--- src/rtl/aofp_pkg.sv ---
// aofp_pkg: shared constants, types and helpers for the ascii output frame parser
// depends on nothing; imported by every module of the block
`timescale 1ns / 1ps
`default_nettype none

package aofp_pkg;

	// frame layout
	localparam int PAYLOAD_LEN_DEF = 12;
	localparam int PAYLOAD_LEN_MAX = 12;
	localparam int SYNC_COUNT      = 3;
	localparam int DIGIT_COUNT     = 3;

	// field widths
	localparam int BYTE_W  = 8;
	localparam int BITS_W  = 12;
	localparam int PHASE_W = 5;
	localparam int SUM_W   = 12;
	localparam int VALUE_W = 16;

	// character codes
	localparam logic [BYTE_W-1:0] SYNC_CHAR = 8'h23;
	localparam logic [BYTE_W-1:0] ZERO_CHAR = 8'h30;

	// checksum digit positions
	localparam logic [1:0] DIGIT_HUNDREDS = 2'd0;
	localparam logic [1:0] DIGIT_TENS     = 2'd1;

	// one received byte with its valid flag
	typedef struct packed {
		logic              valid;
		logic [BYTE_W-1:0] data;
	} aofp_byte_req_t;

	// payload of one parsed frame
	typedef struct packed {
		logic [BITS_W-1:0] out_bits;
		logic              checksum_ok;
	} aofp_result_t;

	// result request from the parser to the output register
	typedef struct packed {
		logic         valid;
		aofp_result_t result;
	} aofp_res_req_t;

	// weight of a checksum digit by position
	function automatic logic [6:0] aofp_digit_weight(input logic [1:0] idx);
		logic [6:0] w;
		unique case (idx)
			DIGIT_HUNDREDS: w = 7'd100;
			DIGIT_TENS:     w = 7'd10;
			default:        w = 7'd1;
		endcase
		return w;
	endfunction

endpackage

`default_nettype wire

--- src/rtl/aofp_frame_fsm.sv ---
// aofp_frame_fsm: frame phase tracking, payload sum, bit collection and checksum
// depends on aofp_pkg
`timescale 1ns / 1ps
`default_nettype none

module aofp_frame_fsm
	import aofp_pkg::*;
#(
	parameter int PAYLOAD_LEN = PAYLOAD_LEN_DEF
) (
	input  wire logic           clk,
	input  wire logic           arst_n,
	input  wire aofp_byte_req_t byte_req,
	input  wire logic           res_can_take,
	output logic                consume,
	output aofp_res_req_t       res_req
);

	localparam logic [PHASE_W-1:0] SYNC_LAST = PHASE_W'(SYNC_COUNT - 1);
	localparam logic [PHASE_W-1:0] PAY_BEG   = PHASE_W'(SYNC_COUNT);
	localparam logic [PHASE_W-1:0] PAY_END   = PHASE_W'(SYNC_COUNT + PAYLOAD_LEN);
	localparam logic [PHASE_W-1:0] LAST      = PHASE_W'(SYNC_COUNT + PAYLOAD_LEN + DIGIT_COUNT - 1);

	logic [PHASE_W-1:0] phase_q, phase_d;
	logic [SUM_W-1:0]   sum_q, sum_d;
	logic [BITS_W-1:0]  shift_q, shift_d;
	logic [VALUE_W-1:0] value_q, value_d;

	logic               in_sync, in_payload, in_digit, is_last;
	logic [PHASE_W-1:0] digit_off;
	logic [VALUE_W-1:0] digit_val, term;
	logic [BYTE_W-1:0]  b;

	assign b          = byte_req.data;
	assign in_sync    = phase_q < PAY_BEG;
	assign in_payload = !in_sync && (phase_q < PAY_END);
	assign in_digit   = !in_sync && !in_payload && (phase_q <= LAST);
	assign is_last    = phase_q == LAST;

	// a final digit waits while the output register is full
	assign consume = byte_req.valid && (!is_last || res_can_take);

	// weighted checksum digit, modulo 2^16
	assign digit_off = phase_q - PAY_END;
	assign digit_val = {{(VALUE_W-BYTE_W){1'b0}}, b} - {{(VALUE_W-BYTE_W){1'b0}}, ZERO_CHAR};
	assign term      = VALUE_W'(digit_val * VALUE_W'(aofp_digit_weight(digit_off[1:0])));

	// next state for one consumed byte
	always_comb begin
		phase_d = phase_q;
		sum_d   = sum_q;
		shift_d = shift_q;
		value_d = value_q;
		priority if (in_sync) begin
			if (b == SYNC_CHAR) begin
				phase_d = phase_q + PHASE_W'(1);
				if (phase_q == SYNC_LAST) begin
					sum_d   = '0;
					shift_d = '0;
					value_d = '0;
				end
			end else begin
				phase_d = '0;
			end
		end else if (in_payload) begin
			sum_d   = sum_q + {{(SUM_W-BYTE_W){1'b0}}, b};
			shift_d = {shift_q[BITS_W-2:0], b != ZERO_CHAR};
			phase_d = phase_q + PHASE_W'(1);
		end else if (in_digit) begin
			value_d = value_q + term;
			phase_d = is_last ? '0 : phase_q + PHASE_W'(1);
		end else begin
			phase_d = '0;
		end
	end

	// phase and accumulator registers
	always_ff @(posedge clk or negedge arst_n) begin
		if (!arst_n) begin
			phase_q <= '0;
			sum_q   <= '0;
			shift_q <= '0;
			value_q <= '0;
		end else if (consume) begin
			phase_q <= phase_d;
			sum_q   <= sum_d;
			shift_q <= shift_d;
			value_q <= value_d;
		end
	end

	// result on the last checksum digit
	assign res_req.valid              = consume && is_last;
	assign res_req.result.out_bits    = shift_q;
	assign res_req.result.checksum_ok = {{(VALUE_W-SUM_W){1'b0}}, sum_q} == value_d;

`ifndef SYNTH
	// a result only comes from a final digit that is present
	a_res_on_last: assert property (@(posedge clk) disable iff (!arst_n)
		res_req.valid |-> (byte_req.valid && phase_q == LAST))
		else $error("result outside the last checksum phase");

	// after a result the parser hunts the next frame
	a_hunt_after_res: assert property (@(posedge clk) disable iff (!arst_n)
		res_req.valid |=> phase_q == '0)
		else $error("phase not cleared after frame end");

	// third sync byte clears the accumulators
	a_frame_start_clear: assert property (@(posedge clk) disable iff (!arst_n)
		(consume && phase_q == SYNC_LAST && b == SYNC_CHAR)
		|=> (sum_q == '0 && shift_q == '0 && value_q == '0 && phase_q == PAY_BEG))
		else $error("accumulators not cleared at frame start");

	// a final digit is never dropped while the output is full
	a_hold_last: assert property (@(posedge clk) disable iff (!arst_n)
		(byte_req.valid && is_last && !res_can_take) |-> !consume)
		else $error("final digit consumed into a full output register");
`endif

endmodule

`default_nettype wire

--- config.mk ---
export PLATFORM = sky130hd
export DESIGN_NAME = aofp_frame_fsm
export DESIGN_NICKNAME = d
export VERILOG_FILES = /design/src/rtl/aofp_pkg.sv /design/src/rtl/aofp_frame_fsm.sv
export SDC_FILE = /design/constraint.sdc
export NUM_CORES = 1
export LEC_CHECK = 0
export ABC_AREA = 1
export BUFFER_PORTS_ARGS = -buffer_cell sky130_fd_sc_hd__buf_2
export CAP_MARGIN = 15
export CORE_MARGIN = 2
export CORE_UTILIZATION = 56
export CTS_CLUSTER_DIAMETER = 40
export DETAILED_ROUTE_END_ITERATION = 6
export GPL_TIMING_DRIVEN = 0
export PLACE_DENSITY = 0.77
export SYNTH_ARGS = -nofsm -noshare
export SYNTH_HDL_FRONTEND = slang
export SYNTH_SLANG_ARGS = --single-unit
--- constraint.sdc ---
create_clock -name clk -period 8.5 [get_ports clk]
set_clock_uncertainty 0.2 [all_clocks]
set_input_delay 2.125 -clock clk [delete_from_list [all_inputs] [get_ports clk]]
set_output_delay 2.125 -clock clk [all_outputs]
set_load 0.01 [all_outputs]
==> metrics.yaml <==
run_status:
  status: "complete, but fails checks"
  violations: "setup timing"
synth:
  syn_inst: 788
  synth_seq_cells: 45
  yosysSeqAreaShare: 0.1977
  synth.net_count: 908
  avgSynthCellArea_um2: 7.229
  synth.distinct_cells: 37
  yosysWarnings: 0
  synthesis.area_mm2: 0.005697
critical_path:
  crit_fanout: 7
  path_buf_inv: 8
  arrival_ps: 6540
  cp_cell_sequence: "buf_12 > ha_4 > inv_4 > nand2_4 > nor2_4 > inv_4 > fa_1 > fa_1 > inv_1 > fa_1 > inv_1 > fa_1 > inv_1 > ha_4 > nand2_2 > inv_1 > a21oi_1 > nand4_1 > nand3_2 > nand3_1 > nor2_1 > nand4_1 > nor3_2 > buf_2"
  slowest_stage: "fa_1"
  timing.rr.start: "phase_q[0]"
  end_kind: "primary output"
  crit_family: "adder cells"
  start_kind: "input pin"
  critPathMaxStageDelay_ps: 520
  worstPathRequired_ps: 6180
  cp-startpoint: "byte_req[5]"
  crit_type: "in -> out"
flow_run:
  drv_cap: 0
cells_and_area:
  mostFrequentLayoutCell: "inv_1"
  fin_util: 0.6767
  final_cell_mix: "inv_1 (189), nand2_1 (186), fa_1 (54)"
  final_cell_count_no_fill: 969
  multiInputGateArea_mm2: 0.004165
  fin_nets: 955
  fillers: 838
  areaGrowthSynthToFinish_pct: 16.65
  antenna_cells: 0
  regArea_mm2: 0.001126
  drive_above_1_share: 0.1627
sta:
  drv_slew: 0
  setup_ws_ps: -362.5
  worst_slew_pin_slew_ps: 1001
  setup_viol: 1
  rsz0062_at_grt: "yes"
  period_needed_ps: 8863
  hold_viol: 0
  max-slew-margin-rel: 0.3323
  timing.final.crit_share: 1.043
  timing.fmax_ghz: 0.1128
placement:
  post-place-ws_ps: -814.8
  io_buffers: 26
  gp_congestion: 0.9306
  place_inst: 947
  dp_hpwl_mm: 11.03
floorplan:
  io_pins: 27
  row_count: 36
  initial_utilization: 0.5801
  die_h_um: 104.9
  die-width_um: 104.9
  core_area_mm2: 0.009819
  dieArea_mm2: 0.01100
drt:
  post_drt_wl_per_cell_um: 14.54
  first_pass_iters: 7
  drc: 0
  wl_met1_mm: 6.080
  drtIter0Drc: 403
  route.met3.wl_um: 659
  highest_layer: "met4"
  ant_nets: 0
  drt-total-wl_mm: 14.09
  vias: 5195
  route.met2.wl_mm: 7.023
  post_drt_via_cell_ratio: 5.361
clock_tree:
  cts_tree: "built"
  numCtsBuffers: 5
  htreeDepth: 2
  cts-root-buf: "clkbuf_8"
  clk_pin_slew_ps: 80
  clockBufferDepth: 2
  worstSkewPairLatency_ps: 290
  cts.sinks: 45
grt:
  grt_pass1_vias: 5285
  grtUsageTotal: 0.2737
  grt_first_pass_wirelength_mm: 24.71
  globalRouteOverflowTotal: 0
  grt_max_degree: 46
  antenna_found_initial: 0
min_path:
  min_path_type: "reg -> reg"
  hold_start: "shift_q[11]"
power:
  total_power_w: 0.001864
  p_leak_nw: 3.549
  power_density_mw_per_mm2: 280.6
  ir_worst_vdd_mv: 0.2024
==> what timing repair did <==
item / CTS / global route
hold buffers: 0 / 0
gates resized for setup: 75 / 9
setup endpoints to repair: 1 / 1
setup buffers: 14 / 0
hold endpoints to repair: 0 / 0
pin swaps: 28 / 3
==> synth_stat cells, drive strengths merged <==
cell     count  share of area
o22ai       20          0.022
o21bai       2         0.0026
ha          54           0.12
nand2      201           0.14
nand3b       6         0.0079
nand4        6         0.0066
dfrtp       45           0.20
buf          5         0.0055
a31o         1         0.0015
a21oi       24          0.022
nor2        50          0.035
xnor2        2         0.0031
o21ai       28          0.028
xor2         9          0.014
nand3       65          0.060
or2          5         0.0055
a31oi        4         0.0044
inv        197           0.13
a2bb2oi      1         0.0015
fa          54           0.19
nor3         4         0.0044
nor3b        1         0.0013
clkbuf       3         0.0020
and3         1         0.0011
==> worst register-to-register path: cells and delay by family, from the launching register on <==
kind / cells / cell delay, ps
AND/OR/NAND/NOR: 8 / 850
buffers and inverters: 6 / 830
adder cells (fa/ha/maj): 6 / 2680
AO/OA/AOI/OAI: 2 / 240
flip-flops: 1 / 510
==> metal layers <==
metal | vias up | GRT usage
li1 | 2517 | -
met1 | 2471 | 0.3622
met5 | - | 0
met2 | 169 | 0.4796
met3 | 38 | 0.02433
met4 | 0 | 0.07714
==> power by group <==
| group | internal (W) | switching, W |
|---|---|---|
| clock | 0.0000959 | 0.0000714 |
| combinational | 0.000554 | 0.000792 |
| sequential | 0.000290 | 0.0000616 |
| total | 0.000939 | 0.000925 |
==> sequential cells by signal (all words and copies together), names as in the netlist <==
name / cells
value_q: 16
shift_q: 12
sum_q: 12
phase_q: 5
==> area by class of cell <==
| cell class | count | area share |
|---|---|---|
| timing repair buffer | 40 | 0.04236 |
| sequential | 45 | 0.1695 |
| buffer | 8 | 0.006402 |
| multi-input combinational | 538 | 0.6268 |
| inverter | 197 | 0.1124 |
| tap | 133 | 0.02504 |
| clock buffer | 7 | 0.01299 |
| clock inverter | 1 | 0.004519 |
==> kinds of logic (layout without fill, tap and decap cells) <==
| logic type | count (synthesis) | after routing | share of synthesized area |
|---|---|---|---|
| adders and majority gates | 108 | 108 | 0.3084 |
| AOI/OAI and AO/OA | 80 | 80 | 0.08171 |
| buffers and inverters | 205 | 253 | 0.1373 |
| xor gates and xnor gates | 11 | 11 | 0.01691 |
| DFF | 45 | 45 | 0.1977 |
| and+or+nand+nor | 339 | 339 | 0.2581 |
==> through the flow <==
step / cell area, µm² / hold slack (ps) / setup TNS [ps]
after floorplan: 5742 / 253.0 / 0
after global placement: 6038 / 269.0 / -747.7
final: 6645 / 301.1 / -362.5
after global routing: 6645 / 338.4 / -553.1
after detailed placement: 6038 / 280.9 / -814.8
after CTS: 6608 / 307.9 / -292.3
==> path summary, 6_finish.rpt <==
kind,endpoint,cells after the start,slack [ps]
worst max-delay path,res_req[0],24,-360
worst min-delay path,shift_q[11],2,300
worst max register to register,value_q[14],22,3060
worst min register to register,shift_q[11],2,300
max in group asynchronous,shift_q[6],1,5690
min in group asynchronous,sum_q[1],1,1790
(Power assumes the default switching activity.)
